`src/pbd_pkg.sv`:
```
`default_nettype none

package pbd_pkg;

    // Defaults for the top level parameters.
    localparam int MaxInputSizeDefault  = 1024;
    localparam int LandmarkCountDefault = 5;

    // Field widths.
    localparam int MarkW  = 12;
    localparam int CoordW = 18;
    localparam int QuoW   = 18;
    localparam int DivW   = 32;
    localparam int MulAW  = 28;
    localparam int MulBW  = 21;
    localparam int ProdW  = MulAW + MulBW;

    // Fixed-point gains: 0.1 in Q0.16 and 0.2*log2(e) in Q0.16.
    localparam logic [12:0] BoxGain = 13'd6554;
    localparam logic [14:0] ExpGain = 15'd18910;
    localparam logic [19:0] ExpBias = 20'd262144;

    // Horner coefficients of the 2^f polynomial, Q16.
    localparam logic [17:0] HornerC0 = 18'd5125;
    localparam logic [17:0] HornerC1 = 18'd14824;
    localparam logic [17:0] HornerC2 = 18'd45592;
    localparam logic [17:0] HornerC3 = 18'd65536;

    // Saturation limits of a pixel coordinate.
    localparam logic [CoordW-1:0] CoordMax = 18'h1FFFF;
    localparam logic [CoordW-1:0] CoordMin = 18'h20000;

    // Configuration reset values.
    localparam logic [10:0] HeightReset = 11'd640;
    localparam logic [10:0] WidthReset  = 11'd640;
    localparam logic [15:0] ThreshReset = 16'd32768;
    localparam logic [19:0] ScaleReset  = 20'd163840;

    // Steps of the box preparation sequence.
    localparam logic [3:0] StepDx  = 4'd0;
    localparam logic [3:0] StepDy  = 4'd1;
    localparam logic [3:0] StepDw  = 4'd2;
    localparam logic [3:0] StepW1  = 4'd3;
    localparam logic [3:0] StepW2  = 4'd4;
    localparam logic [3:0] StepW3  = 4'd5;
    localparam logic [3:0] StepHw  = 4'd6;
    localparam logic [3:0] StepDh  = 4'd7;
    localparam logic [3:0] StepH1  = 4'd8;
    localparam logic [3:0] StepH2  = 4'd9;
    localparam logic [3:0] StepH3  = 4'd10;
    localparam logic [3:0] StepHh  = 4'd11;

    typedef enum logic [2:0] {
        CFG_INPUT_HEIGHT    = 3'd0,
        CFG_INPUT_WIDTH     = 3'd1,
        CFG_SCORE_THRESHOLD = 3'd2,
        CFG_PIXEL_SCALE_X   = 3'd3,
        CFG_PIXEL_SCALE_Y   = 3'd4
    } cfg_reg_t;

    typedef enum logic [2:0] {
        S_IDLE,
        S_PREP,
        S_LMUL,
        S_CMUL,
        S_DLOAD,
        S_DWAIT,
        S_OUT
    } state_t;

    typedef struct packed {
        logic [1:0]  level;
        logic [7:0]  row;
        logic [7:0]  column;
        logic        size_sel;
        logic [15:0] prior;
    } anchor_t;

    typedef struct packed {
        logic            done;
        logic            overflow;
        logic [QuoW-1:0] quotient;
    } div_result_t;

endpackage

`default_nettype wire

```
`src/prior_box_decode_core.sv`:
```
// Prior box decoder for a three-level face detector.
//
// The s_ channel takes one prior per item: score, four box offsets and the
// packed landmark offsets, with tlast marking the last prior of a frame.
// Priors scoring below the threshold produce nothing. A passing prior
// produces one box item (tuser low) and then one item per landmark
// (tuser high), the last of them with tlast set. The cfg channel is always
// ready; registers are to be written while idle, which the block does not enforce.
//
// A rejected prior is taken without leaving the idle state. A passing prior
// runs through one shared multiplier and one serial divider: a preparation
// sequence for the box, then a multiply and a division per coordinate of the box
// item and of each landmark item. The 18-step divider dominates each coordinate.
// The block takes no new prior until the last item of the current one has
// been taken. While the receiver stalls, the pending item is held.
// Reset restores the register defaults and clears the anchor counters.
`default_nettype none

module prior_box_decode_core #(
    parameter int MAX_INPUT_SIZE = pbd_pkg::MaxInputSizeDefault,
    parameter int LANDMARK_COUNT = pbd_pkg::LandmarkCountDefault
) (
    input  wire logic         aclk,
    input  wire logic         aresetn,
    // face_score, offset_x, offset_y, offset_w, offset_h, mark_dx_packed, mark_dy_packed
    input  wire logic [199:0] s_tdata,
    input  wire logic         s_tlast,
    input  wire logic         s_tvalid,
    output logic              s_tready,
    // coord_a, coord_b, coord_c, coord_d, score_out, prior_number
    output logic [103:0]      m_tdata,
    // kind
    output logic              m_tuser,
    output logic              m_tlast,
    output logic              m_tvalid,
    input  wire logic         m_tready,
    input  wire logic         cfg_valid,
    output logic              cfg_ready,
    input  wire logic [2:0]   cfg_index,
    input  wire logic [19:0]  cfg_data
);

    localparam int SizeW    = $clog2(MAX_INPUT_SIZE + 1);
    localparam int MarkIdxW = $clog2(LANDMARK_COUNT + 1);
    localparam int MarkW    = pbd_pkg::MarkW;
    localparam int CoordW   = pbd_pkg::CoordW;
    localparam int ProdW    = pbd_pkg::ProdW;
    localparam logic [MarkIdxW-1:0] MarkLast = MarkIdxW'(LANDMARK_COUNT - 1);

    // Configuration registers.
    logic [10:0] height_reg, width_reg;
    logic [15:0] thresh_reg;
    logic [19:0] scale_x_reg, scale_y_reg;

    assign cfg_ready = 1'b1;

    always_ff @(posedge aclk) begin
        if (!aresetn) begin
            height_reg  <= pbd_pkg::HeightReset;
            width_reg   <= pbd_pkg::WidthReset;
            thresh_reg  <= pbd_pkg::ThreshReset;
            scale_x_reg <= pbd_pkg::ScaleReset;
            scale_y_reg <= pbd_pkg::ScaleReset;
        end else if (cfg_valid) begin
            unique case (cfg_index)
                pbd_pkg::CFG_INPUT_HEIGHT:    height_reg  <= cfg_data[10:0];
                pbd_pkg::CFG_INPUT_WIDTH:     width_reg   <= cfg_data[10:0];
                pbd_pkg::CFG_SCORE_THRESHOLD: thresh_reg  <= cfg_data[15:0];
                pbd_pkg::CFG_PIXEL_SCALE_X:   scale_x_reg <= cfg_data;
                pbd_pkg::CFG_PIXEL_SCALE_Y:   scale_y_reg <= cfg_data;
                default: ;
            endcase
        end
    end

    // Effective sizes, clamped to the supported range.
    logic [SizeW-1:0] heff, weff;

    always_comb begin
        if (height_reg == '0) begin
            heff = SizeW'(1);
        end else if (32'(height_reg) > MAX_INPUT_SIZE) begin
            heff = SizeW'(MAX_INPUT_SIZE);
        end else begin
            heff = SizeW'(height_reg);
        end
        if (width_reg == '0) begin
            weff = SizeW'(1);
        end else if (32'(width_reg) > MAX_INPUT_SIZE) begin
            weff = SizeW'(MAX_INPUT_SIZE);
        end else begin
            weff = SizeW'(width_reg);
        end
    end

    // Anchor counters.
    logic             in_accept;
    pbd_pkg::anchor_t anc;
    logic [1:0]       lvl;

    assign in_accept = s_tvalid && s_tready;
    assign lvl       = (anc.level == 2'd3) ? 2'd0 : anc.level;

    pbd_anchor #(
        .MAX_INPUT_SIZE(MAX_INPUT_SIZE)
    ) u_anchor (
        .aclk     (aclk),
        .aresetn  (aresetn),
        .advance  (in_accept),
        .frame_end(s_tlast),
        .heff     (heff),
        .weff     (weff),
        .anchor   (anc)
    );

    // Sequencer and datapath registers.
    pbd_pkg::state_t state_reg, state_next;
    logic                 mark_reg, mark_next;
    logic [MarkIdxW-1:0]  k_reg, k_next;
    logic [3:0]           step_reg, step_next;
    logic [1:0]           cidx_reg, cidx_next;
    logic [15:0]          score_reg, score_next;
    logic [15:0]          number_reg, number_next;
    logic signed [15:0]   dx_reg, dx_next, dy_reg, dy_next;
    logic signed [15:0]   dw_reg, dw_next, dh_reg, dh_next;
    logic [59:0]          markx_reg, markx_next, marky_reg, marky_next;
    logic [3:0]           mlog_reg, mlog_next;
    logic [25:0]          cx_reg, cx_next, cy_reg, cy_next;
    logic [15:0]          f_reg, f_next;
    logic [2:0]           n_reg, n_next;
    logic [17:0]          hp_reg, hp_next;
    logic [26:0]          bx_reg, bx_next, by_reg, by_next;
    logic [25:0]          hw_reg, hw_next, hh_reg, hh_next;
    logic [26:0]          lx_reg, lx_next, ly_reg, ly_next;
    logic [31:0]          t_reg, t_next;
    logic                 neg_reg, neg_next;
    logic [CoordW-1:0]    ca_reg, ca_next, cb_reg, cb_next;
    logic [CoordW-1:0]    cc_reg, cc_next, cd_reg, cd_next;

    // The shared multiplier and its operand select.
    logic signed [pbd_pkg::MulAW-1:0] mul_a;
    logic signed [pbd_pkg::MulBW-1:0] mul_b;
    logic signed [ProdW-1:0]          prod;
    logic                             prod_neg;
    logic [ProdW-1:0]                 prod_mag;

    assign prod     = mul_a * mul_b;
    assign prod_neg = prod[ProdW-1];
    assign prod_mag = prod_neg ? ProdW'(-prod) : ProdW'(prod);

    // Rounded shifts by the anchor size for box and landmark offsets.
    logic [37:0] shl;
    logic [21:0] box_rnd;
    logic [25:0] mk_rnd;
    logic [26:0] box_shift, mk_shift, ctr;

    assign shl       = 38'(prod_mag[28:0]) << mlog_reg;
    assign box_rnd   = 22'((shl + 38'd32768) >> 16);
    assign mk_rnd    = 26'((shl + 38'd2048) >> 12);
    assign box_shift = prod_neg ? 27'd0 - 27'(box_rnd) : 27'(box_rnd);
    assign mk_shift  = prod_neg ? 27'd0 - 27'(mk_rnd) : 27'(mk_rnd);
    assign ctr       = step_reg[0] ? {1'b0, cy_reg} : {1'b0, cx_reg};

    // Exponent argument split into integer and fraction.
    logic [17:0] uq;
    logic [19:0] u_val;

    assign uq    = 18'((prod_mag[29:0] + 30'd2048) >> 12);
    assign u_val = prod_neg ? pbd_pkg::ExpBias - 20'(uq) : pbd_pkg::ExpBias + 20'(uq);

    // Horner step and the final power-of-two scaling.
    logic [17:0] horner_c;
    logic [17:0] hp_calc;
    logic [20:0] e_val;
    logic [25:0] half_calc;

    always_comb begin
        unique case (step_reg)
            pbd_pkg::StepW1, pbd_pkg::StepH1: horner_c = pbd_pkg::HornerC1;
            pbd_pkg::StepW2, pbd_pkg::StepH2: horner_c = pbd_pkg::HornerC2;
            default:                          horner_c = pbd_pkg::HornerC3;
        endcase
    end

    assign hp_calc   = horner_c + prod_mag[33:16];
    assign e_val     = (n_reg >= 3'd4) ? 21'(hp_reg) << (n_reg - 3'd4)
                                       : 21'(hp_reg) >> (3'd4 - n_reg);
    assign half_calc = 26'(((31'(e_val) << mlog_reg) + 31'd16) >> 5);

    // Value to convert to pixels, its scale and its norm.
    logic signed [27:0] n_val;
    logic signed [27:0] base_val, half_val;
    logic [19:0]        scale_sel;
    logic [SizeW-1:0]   norm_sel;
    logic [47:0]        t_full;

    assign base_val  = cidx_reg[0] ? 28'($signed(by_reg)) : 28'($signed(bx_reg));
    assign half_val  = cidx_reg[0] ? $signed({2'b0, hh_reg}) : $signed({2'b0, hw_reg});
    assign scale_sel = cidx_reg[0] ? scale_y_reg : scale_x_reg;
    assign norm_sel  = cidx_reg[0] ? weff : heff;
    assign t_full    = prod_mag[47:0] + (48'(norm_sel) << 15);

    always_comb begin
        if (mark_reg) begin
            n_val = cidx_reg[0] ? 28'($signed(ly_reg)) : 28'($signed(lx_reg));
        end else begin
            n_val = cidx_reg[1] ? base_val + half_val : base_val - half_val;
        end
    end

    // Serial divider for the pixel conversion.
    pbd_pkg::div_result_t div_res;
    logic                 div_start;
    logic [CoordW-1:0]    coord_sat;

    assign div_start = (state_reg == pbd_pkg::S_DLOAD);

    pbd_div #(
        .MAX_INPUT_SIZE(MAX_INPUT_SIZE)
    ) u_div (
        .aclk    (aclk),
        .aresetn (aresetn),
        .start   (div_start),
        .dividend(t_reg),
        .divisor (norm_sel),
        .result  (div_res)
    );

    // Sign and saturation of the rounded quotient.
    always_comb begin
        if (div_res.overflow) begin
            coord_sat = neg_reg ? pbd_pkg::CoordMin : pbd_pkg::CoordMax;
        end else if (!neg_reg) begin
            coord_sat = div_res.quotient[CoordW-1] ? pbd_pkg::CoordMax : div_res.quotient;
        end else if (div_res.quotient > pbd_pkg::CoordMin) begin
            coord_sat = pbd_pkg::CoordMin;
        end else begin
            coord_sat = CoordW'(0) - div_res.quotient;
        end
    end

    // Next state, operand select and register updates.
    always_comb begin
        state_next  = state_reg;
        mark_next   = mark_reg;
        k_next      = k_reg;
        step_next   = step_reg;
        cidx_next   = cidx_reg;
        score_next  = score_reg;
        number_next = number_reg;
        dx_next     = dx_reg;
        dy_next     = dy_reg;
        dw_next     = dw_reg;
        dh_next     = dh_reg;
        markx_next  = markx_reg;
        marky_next  = marky_reg;
        mlog_next   = mlog_reg;
        cx_next     = cx_reg;
        cy_next     = cy_reg;
        f_next      = f_reg;
        n_next      = n_reg;
        hp_next     = hp_reg;
        bx_next     = bx_reg;
        by_next     = by_reg;
        hw_next     = hw_reg;
        hh_next     = hh_reg;
        lx_next     = lx_reg;
        ly_next     = ly_reg;
        t_next      = t_reg;
        neg_next    = neg_reg;
        ca_next     = ca_reg;
        cb_next     = cb_reg;
        cc_next     = cc_reg;
        cd_next     = cd_reg;
        mul_a       = '0;
        mul_b       = '0;
        s_tready    = 1'b0;

        unique case (state_reg)
            pbd_pkg::S_IDLE: begin
                s_tready = 1'b1;
                if (s_tvalid) begin
                    score_next  = s_tdata[15:0];
                    number_next = anc.prior;
                    dx_next     = s_tdata[31:16];
                    dy_next     = s_tdata[47:32];
                    dw_next     = s_tdata[63:48];
                    dh_next     = s_tdata[79:64];
                    markx_next  = s_tdata[139:80];
                    marky_next  = s_tdata[199:140];
                    mlog_next   = 4'd4 + {1'b0, lvl, 1'b0} + {3'b0, anc.size_sel};
                    cx_next     = 26'({anc.column, 1'b1}) << (5'd14 + {3'b0, lvl});
                    cy_next     = 26'({anc.row, 1'b1}) << (5'd14 + {3'b0, lvl});
                    if (s_tdata[15:0] >= thresh_reg) begin
                        mark_next  = 1'b0;
                        step_next  = pbd_pkg::StepDx;
                        state_next = pbd_pkg::S_PREP;
                    end
                end
            end

            pbd_pkg::S_PREP: begin
                step_next = step_reg + 4'd1;
                unique case (step_reg)
                    pbd_pkg::StepDx: begin
                        mul_a   = 28'(dx_reg);
                        mul_b   = 21'(pbd_pkg::BoxGain);
                        bx_next = ctr + box_shift;
                    end
                    pbd_pkg::StepDy: begin
                        mul_a   = 28'(dy_reg);
                        mul_b   = 21'(pbd_pkg::BoxGain);
                        by_next = ctr + box_shift;
                    end
                    pbd_pkg::StepDw, pbd_pkg::StepDh: begin
                        mul_a  = (step_reg == pbd_pkg::StepDw) ? 28'(dw_reg) : 28'(dh_reg);
                        mul_b  = 21'(pbd_pkg::ExpGain);
                        n_next = u_val[18:16];
                        f_next = u_val[15:0];
                    end
                    pbd_pkg::StepW1, pbd_pkg::StepH1: begin
                        mul_a   = 28'(pbd_pkg::HornerC0);
                        mul_b   = 21'(f_reg);
                        hp_next = hp_calc;
                    end
                    pbd_pkg::StepW2, pbd_pkg::StepW3, pbd_pkg::StepH2, pbd_pkg::StepH3: begin
                        mul_a   = 28'(hp_reg);
                        mul_b   = 21'(f_reg);
                        hp_next = hp_calc;
                    end
                    pbd_pkg::StepHw: begin
                        hw_next = half_calc;
                    end
                    pbd_pkg::StepHh: begin
                        hh_next    = half_calc;
                        cidx_next  = 2'd0;
                        state_next = pbd_pkg::S_CMUL;
                    end
                    default: ;
                endcase
            end

            pbd_pkg::S_LMUL: begin
                mul_b = 21'(pbd_pkg::BoxGain);
                if (!step_reg[0]) begin
                    mul_a     = 28'($signed(markx_reg[MarkW-1:0]));
                    lx_next   = ctr + mk_shift;
                    step_next = step_reg + 4'd1;
                end else begin
                    mul_a      = 28'($signed(marky_reg[MarkW-1:0]));
                    ly_next    = ctr + mk_shift;
                    cidx_next  = 2'd0;
                    state_next = pbd_pkg::S_CMUL;
                end
            end

            pbd_pkg::S_CMUL: begin
                mul_a      = n_val;
                mul_b      = $signed({1'b0, scale_sel});
                t_next     = t_full[47:16];
                neg_next   = prod_neg;
                state_next = pbd_pkg::S_DLOAD;
            end

            pbd_pkg::S_DLOAD: begin
                state_next = pbd_pkg::S_DWAIT;
            end

            pbd_pkg::S_DWAIT: begin
                if (div_res.done) begin
                    unique case (cidx_reg)
                        2'd0:    ca_next = coord_sat;
                        2'd1:    cb_next = coord_sat;
                        2'd2:    cc_next = coord_sat;
                        default: cd_next = coord_sat;
                    endcase
                    if ((mark_reg && cidx_reg == 2'd1) || cidx_reg == 2'd3) begin
                        state_next = pbd_pkg::S_OUT;
                    end else begin
                        cidx_next  = cidx_reg + 2'd1;
                        state_next = pbd_pkg::S_CMUL;
                    end
                end
            end

            pbd_pkg::S_OUT: begin
                if (m_tready) begin
                    step_next = pbd_pkg::StepDx;
                    if (!mark_reg) begin
                        mark_next  = 1'b1;
                        k_next     = '0;
                        cc_next    = '0;
                        cd_next    = '0;
                        state_next = pbd_pkg::S_LMUL;
                    end else if (k_reg == MarkLast) begin
                        state_next = pbd_pkg::S_IDLE;
                    end else begin
                        k_next     = k_reg + MarkIdxW'(1);
                        markx_next = markx_reg >> MarkW;
                        marky_next = marky_reg >> MarkW;
                        state_next = pbd_pkg::S_LMUL;
                    end
                end
            end

            default: begin
                state_next = pbd_pkg::S_IDLE;
            end
        endcase
    end

    always_ff @(posedge aclk) begin
        if (!aresetn) begin
            state_reg <= pbd_pkg::S_IDLE;
            mark_reg  <= 1'b0;
            k_reg     <= '0;
            step_reg  <= '0;
            cidx_reg  <= '0;
        end else begin
            state_reg <= state_next;
            mark_reg  <= mark_next;
            k_reg     <= k_next;
            step_reg  <= step_next;
            cidx_reg  <= cidx_next;
        end
        score_reg  <= score_next;
        number_reg <= number_next;
        dx_reg     <= dx_next;
        dy_reg     <= dy_next;
        dw_reg     <= dw_next;
        dh_reg     <= dh_next;
        markx_reg  <= markx_next;
        marky_reg  <= marky_next;
        mlog_reg   <= mlog_next;
        cx_reg     <= cx_next;
        cy_reg     <= cy_next;
        f_reg      <= f_next;
        n_reg      <= n_next;
        hp_reg     <= hp_next;
        bx_reg     <= bx_next;
        by_reg     <= by_next;
        hw_reg     <= hw_next;
        hh_reg     <= hh_next;
        lx_reg     <= lx_next;
        ly_reg     <= ly_next;
        t_reg      <= t_next;
        neg_reg    <= neg_next;
        ca_reg     <= ca_next;
        cb_reg     <= cb_next;
        cc_reg     <= cc_next;
        cd_reg     <= cd_next;
    end

    // Result item.
    assign m_tvalid = (state_reg == pbd_pkg::S_OUT);
    assign m_tdata  = {number_reg, score_reg, cd_reg, cc_reg, cb_reg, ca_reg};
    assign m_tuser  = mark_reg;
    assign m_tlast  = mark_reg && (k_reg == MarkLast);

    // Checks on the sequencer.
    a_one_prior_at_a_time: assert property (@(posedge aclk) disable iff (!aresetn)
        m_tvalid |-> !s_tready)
        else $error("input taken while a result item is pending");

    a_div_done_in_wait: assert property (@(posedge aclk) disable iff (!aresetn)
        div_res.done |-> (state_reg == pbd_pkg::S_DWAIT))
        else $error("divider finished outside the wait state");

    a_last_is_landmark: assert property (@(posedge aclk) disable iff (!aresetn)
        (m_tvalid && m_tlast) |-> m_tuser)
        else $error("end of run on a box item");

    a_ready_after_run: assert property (@(posedge aclk) disable iff (!aresetn)
        (m_tvalid && m_tready && m_tlast) |=> s_tready)
        else $error("not ready after the last item of a prior");

endmodule

`default_nettype wire

```
`src/pbd_anchor.sv`:
```
`default_nettype none

module pbd_anchor #(
    parameter int MAX_INPUT_SIZE = pbd_pkg::MaxInputSizeDefault
) (
    input  wire logic                                 aclk,
    input  wire logic                                 aresetn,
    input  wire logic                                 advance,
    input  wire logic                                 frame_end,
    input  wire logic [$clog2(MAX_INPUT_SIZE+1)-1:0]  heff,
    input  wire logic [$clog2(MAX_INPUT_SIZE+1)-1:0]  weff,
    output pbd_pkg::anchor_t                          anchor
);

    localparam int SizeW = $clog2(MAX_INPUT_SIZE + 1);
    localparam int CntW  = SizeW + 1;
    localparam int CmpW  = (CntW > 9) ? CntW : 9;

    pbd_pkg::anchor_t anchor_reg, anchor_next;
    logic [1:0]      lvl;
    logic [2:0]      sh;
    logic [CntW-1:0] round_up;
    logic [CmpW-1:0] rows, cols;

    // Feature map size of the current level, rounded up.
    assign lvl      = (anchor_reg.level == 2'd3) ? 2'd0 : anchor_reg.level;
    assign sh       = 3'd3 + {1'b0, lvl};
    assign round_up = (CntW'(1) << sh) - CntW'(1);
    assign rows     = CmpW'((CntW'(heff) + round_up) >> sh);
    assign cols     = CmpW'((CntW'(weff) + round_up) >> sh);

    // Size, then column, then row, then level; a frame end clears all.
    always_comb begin
        anchor_next = anchor_reg;
        if (advance) begin
            anchor_next.prior = anchor_reg.prior + 16'd1;
            if (!anchor_reg.size_sel) begin
                anchor_next.size_sel = 1'b1;
            end else begin
                anchor_next.size_sel = 1'b0;
                if (CmpW'(anchor_reg.column) + CmpW'(1) < cols) begin
                    anchor_next.column = anchor_reg.column + 8'd1;
                end else begin
                    anchor_next.column = '0;
                    if (CmpW'(anchor_reg.row) + CmpW'(1) < rows) begin
                        anchor_next.row = anchor_reg.row + 8'd1;
                    end else begin
                        anchor_next.row   = '0;
                        anchor_next.level = (lvl == 2'd2) ? 2'd0 : lvl + 2'd1;
                    end
                end
            end
            if (frame_end) begin
                anchor_next = '0;
            end
        end
    end

    always_ff @(posedge aclk) begin
        if (!aresetn) begin
            anchor_reg <= '0;
        end else begin
            anchor_reg <= anchor_next;
        end
    end

    assign anchor = anchor_reg;

endmodule

`default_nettype wire

```
`src/pbd_div.sv`:
```
`default_nettype none

module pbd_div #(
    parameter int MAX_INPUT_SIZE = pbd_pkg::MaxInputSizeDefault
) (
    input  wire logic                                 aclk,
    input  wire logic                                 aresetn,
    input  wire logic                                 start,
    input  wire logic [pbd_pkg::DivW-1:0]             dividend,
    input  wire logic [$clog2(MAX_INPUT_SIZE+1)-1:0]  divisor,
    output pbd_pkg::div_result_t                      result
);

    localparam int SizeW = $clog2(MAX_INPUT_SIZE + 1);
    localparam int QuoW  = pbd_pkg::QuoW;
    localparam int HiW   = pbd_pkg::DivW - QuoW;
    localparam int CntW  = $clog2(QuoW + 1);

    logic              busy_reg, busy_next;
    logic              done_reg, done_next;
    logic              ovf_reg, ovf_next;
    logic [CntW-1:0]   cnt_reg, cnt_next;
    logic [SizeW-1:0]  rem_reg, rem_next;
    logic [QuoW-1:0]   quo_reg, quo_next;
    logic [HiW-1:0]    hi;
    logic [SizeW:0]    trial, diff;
    logic              fits;

    // One quotient bit a cycle, restoring form.
    assign hi    = dividend[pbd_pkg::DivW-1:QuoW];
    assign trial = {rem_reg, quo_reg[QuoW-1]};
    assign diff  = trial - {1'b0, divisor};
    assign fits  = trial >= {1'b0, divisor};

    always_comb begin
        busy_next = busy_reg;
        done_next = 1'b0;
        ovf_next  = ovf_reg;
        cnt_next  = cnt_reg;
        rem_next  = rem_reg;
        quo_next  = quo_reg;
        if (start) begin
            // A high part at or above the divisor means the quotient needs more bits.
            ovf_next  = hi >= HiW'(divisor);
            rem_next  = hi[SizeW-1:0];
            quo_next  = dividend[QuoW-1:0];
            cnt_next  = CntW'(QuoW);
            busy_next = 1'b1;
        end else if (busy_reg) begin
            rem_next = fits ? diff[SizeW-1:0] : trial[SizeW-1:0];
            quo_next = {quo_reg[QuoW-2:0], fits};
            cnt_next = cnt_reg - CntW'(1);
            if (cnt_reg == CntW'(1)) begin
                busy_next = 1'b0;
                done_next = 1'b1;
            end
        end
    end

    always_ff @(posedge aclk) begin
        if (!aresetn) begin
            busy_reg <= 1'b0;
            done_reg <= 1'b0;
            cnt_reg  <= '0;
        end else begin
            busy_reg <= busy_next;
            done_reg <= done_next;
            cnt_reg  <= cnt_next;
        end
        ovf_reg <= ovf_next;
        rem_reg <= rem_next;
        quo_reg <= quo_next;
    end

    assign result.done     = done_reg;
    assign result.overflow = ovf_reg;
    assign result.quotient = quo_reg;

endmodule

`default_nettype wire
```
`config.mk`:
```
export PLATFORM = sky130hd
export DESIGN_NAME = prior_box_decode_core
export DESIGN_NICKNAME = d
export VERILOG_FILES = /design/src/pbd_pkg.sv /design/src/prior_box_decode_core.sv /design/src/pbd_anchor.sv /design/src/pbd_div.sv
export SDC_FILE = /design/constraint.sdc
export NUM_CORES = 2
export LEC_CHECK = 0
export ABC_AREA = 1
export BUFFER_PORTS_ARGS = -buffer_cell sky130_fd_sc_hd__buf_2
export CORE_MARGIN = 5
export CORE_UTILIZATION = 40
export CTS_BUF_LIST = sky130_fd_sc_hd__clkbuf_8
export DETAILED_ROUTE_END_ITERATION = 6
export PLACE_DENSITY = 0.54
export SKIP_CTS_REPAIR_TIMING = 1
export SLEW_MARGIN = 15
export SYNTH_ARGS = -nofsm -noshare
export SYNTH_HDL_FRONTEND = slang
export SYNTH_SLANG_ARGS = --single-unit
```
`constraint.sdc`:
```
create_clock -name aclk -period 52.6 [get_ports aclk]
set_input_delay 10.52 -clock aclk [delete_from_list [all_inputs] [get_ports aclk]]
set_output_delay 10.52 -clock aclk [all_outputs]
set_load 0.01 [all_outputs]
```
==> results.sh <==
export IMPL_port_buffer_count=336
export IMPL_grt_pass1_wl_um=365100
export IMPL_syn_area_per_cell_um2=7.884
export IMPL_synth_most_common_cell="nand2_1"
export IMPL_grt_max_degree=100
export IMPL_drive_above_1_share=0.09761
export IMPL_grt_usage=0.2685
export IMPL_r2r_start="cidx_reg[0]"
export IMPL_top_level_ports=338
export IMPL_via_count=58460
export IMPL_cp_required_ps=53190
export IMPL_async_flop_share=0
export IMPL_cts_buffers_inserted=136
export IMPL_synthTopCellsByArea="edfxtp_1 (27%), fa_1 (16%), nand2_1 (13%), inv_1 (7.6%), ha_1 (6.4%)"
export IMPL_finalCriticalPeriod_ps=19770
export IMPL_clock_tree_root_cell="clkbuf_8"
export IMPL_seq_area_frac_synth=0.3054
export IMPL_die_x_um=421.8
export IMPL_clk_pin_slew_ps=60
export IMPL_grt_pass1_vias=59200
export IMPL_synth_top_area_cell="edfxtp_1"
export IMPL_start_util=0.4015
export IMPL_preCtsSetupSlack_ps=33050
export IMPL_ys_types=74
export IMPL_finalMaxSlewViolations=0
export IMPL_grt_antenna_before_repair=18
export IMPL_relSlewSlack=0.1889
export IMPL_max_stage_delay_ps=790
export IMPL_first_iter_violations=4481
export IMPL_ctsLongestPathBuffers=3
export IMPL_rsz0062_at_grt="false"
export IMPL_synth_top_area_share=0.2661
export IMPL_final_nets=10050
export IMPL_r2r_slack_ps=32830
export IMPL_synth_cells=8602
export IMPL_hold_path_end="scale_x_reg[7]"
export IMPL_worst_path_most_repeated_cell="nand2_1"
export IMPL_grt_overflow_total=0
export IMPL_finalCoreUtilization=0.4430
export IMPL_area_growth_syn_to_layout_pct=10.34
export IMPL_hp_class="reg -> reg"
export IMPL_status="complete, no violations"
export IMPL_worst_path_max_delay_cell="a21oi_1"
export IMPL_setup_tns_final_ps=0
export IMPL_die_h_um=421.8
export IMPL_r2r_end="ly_reg[26]"
export IMPL_fmax_mhz=50.59
export IMPL_setup_viol=0
export IMPL_hold_start="scale_x_reg[7]"
export IMPL_end_kind="flip-flop"
export IMPL_rows=151
export IMPL_hold_viol_final=0
export IMPL_worstMarginPinSlew_ps=1217
export IMPL_ys_seq_elements=734
export IMPL_drt_total_wl_um=240500
export IMPL_cts_sinks=734
export IMPL_synth_edff_count=601
export IMPL_drtPass1Iterations=6
export IMPL_seq_area_mm2=0.02071
export IMPL_htreeDepth=4
export IMPL_core_area_mm2=0.1689
export IMPL_drc=0
export IMPL_routabilityCongestion=0.9575
export IMPL_fin_crit_sh=0.3758
export IMPL_drtAntennaViolNets=0
export IMPL_fp_dieArea_mm2=0.1779
export IMPL_num_fill_cells=17230
export IMPL_hold_depth=2
export IMPL_setup_ws_ps=32830
export IMPL_crit_arrival_ps=20360
export IMPL_synth_main_ff_cell="edfxtp_1"
export IMPL_worstPathMaxFanout=87
export IMPL_synthTopCellsByCount="nand2_1 (2307), inv_1 (1380), nor2_1 (750)"
export IMPL_cp_start_kind="flip-flop"
export IMPL_dpl_hpwl_um=193800
export IMPL_drv_cap=0
export IMPL_crit_type="reg -> reg"
export IMPL_multi_input_area_mm2=0.04082
export IMPL_mappedNetlistArea_mm2=0.06782
export IMPL_cts_tree="done"
export IMPL_clock_skew_ps=69.50
export IMPL_vias_per_cell=5.195
export IMPL_detail_route_wl_per_cell_um=21.37
export IMPL_clk_latency_ps=900
export IMPL_ys_warn_count=0
export IMPL_r2r_cells=90
==> cells by family after synthesis <==
group | Yosys count | share of synthesized area
xor+xnor | 333 | 0.04323
fa+ha+maj | 899 | 0.2269
mux | 23 | 0.003413
compound gates | 986 | 0.08138
flops | 734 | 0.3054
other cells | 2 | 0.0001107
buf+inv | 1724 | 0.09660
simple gates | 3901 | 0.2430
==> metal layers <==
layer / wire, µm / global-route usage / vias to the layer above
met5: 70 / 0 / -
met4: 8315 / 0.08803 / 10
met3: 14270 / 0.04743 / 344
met2: 116700 / 0.4626 / 1715
met1: 101200 / 0.3421 / 28500
li1: - / - / 27890
==> placed cells by master (no fill, tap or decap), types with 13 or more instances in the layout <==
| cell type | n |
|---|---|
| clkinv_2 | 18 |
| o22ai_1 | 35 |
| nor2_4 | 22 |
| nand3_2 | 28 |
| o211ai_1 | 23 |
| a21o_1 | 18 |
| ha_1 | 345 |
| o31ai_1 | 19 |
| o21ai_1 | 26 |
| buf_2 | 336 |
| a21oi_1 | 342 |
| inv_1 | 1414 |
| fa_1 | 552 |
| nor3_1 | 52 |
| clkbuf_8 | 144 |
| nand3b_1 | 16 |
| nand4_1 | 82 |
| xnor2_1 | 84 |
| nor2_2 | 33 |
| mux2i_1 | 22 |
| o21ai_0 | 380 |
| or2_2 | 32 |
| nand2_2 | 59 |
| nand3_1 | 477 |
| inv_2 | 40 |
| a31oi_1 | 23 |
| edfxtp_1 | 601 |
| conb_1 | 35 |
| nand2_4 | 13 |
| dfxtp_1 | 132 |
| xor2_1 | 247 |
| a211oi_1 | 15 |
| clkinv_1 | 48 |
| nor2_1 | 740 |
| nand2_1 | 2306 |
| buf_4 | 88 |
==> per-stage QoR <==
stage          std cells  instance area (µm²)  hold slack, ps
2_1_floorplan       8635                67940           408.2
3_3_place_gp       11000                72090           434.2
3_5_place_dp       11000                72090           442.7
4_1_cts            11240                74800           450.5
5_1_grt            11250                74810           467.6
6_report           11250                74830           445.5
==> final cells by class <==
class                      count  share of cell area
multi-input combinational   6177              0.5455
sequential                   734              0.2768
inverter                    1446             0.07266
tap                         2218             0.03709
timing repair buffer         424             0.03130
clock buffer                 144             0.02649
clock inverter               101            0.009782
antenna                       10           0.0003344
==> worst max-delay path: cells and delay by family, from the launching register on <==
| kind | cells | cell delay [ps] |
|---|---|---|
| compound gates | 24 | 5150 |
| xor+xnor | 3 | 520 |
| fa+ha+maj | 12 | 5510 |
| buf+inv | 13 | 2440 |
| flops | 1 | 710 |
| simple gates | 38 | 5020 |
==> worst max path at each step <==
| stage | startpoint | end | slack, ps | depth (start not counted) |
|---|---|---|---|---|
| after floorplan | cidx_reg[0] | lx_reg[26] | 36090 | 87 |
| after global placement | cidx_reg[0] | lx_reg[26] | 33380 | 91 |
| after detailed placement | cidx_reg[0] | bx_reg[26] | 33050 | 84 |
| after CTS | cidx_reg[0] | bx_reg[26] | 32940 | 84 |
| after global routing | cidx_reg[0] | bx_reg[26] | 30950 | 87 |
| final | cidx_reg[0] | ly_reg[26] | 32830 | 90 |
Power is not shown: default switching activity piles up to over one toggle a cycle in this logic, so the estimate is an artifact.
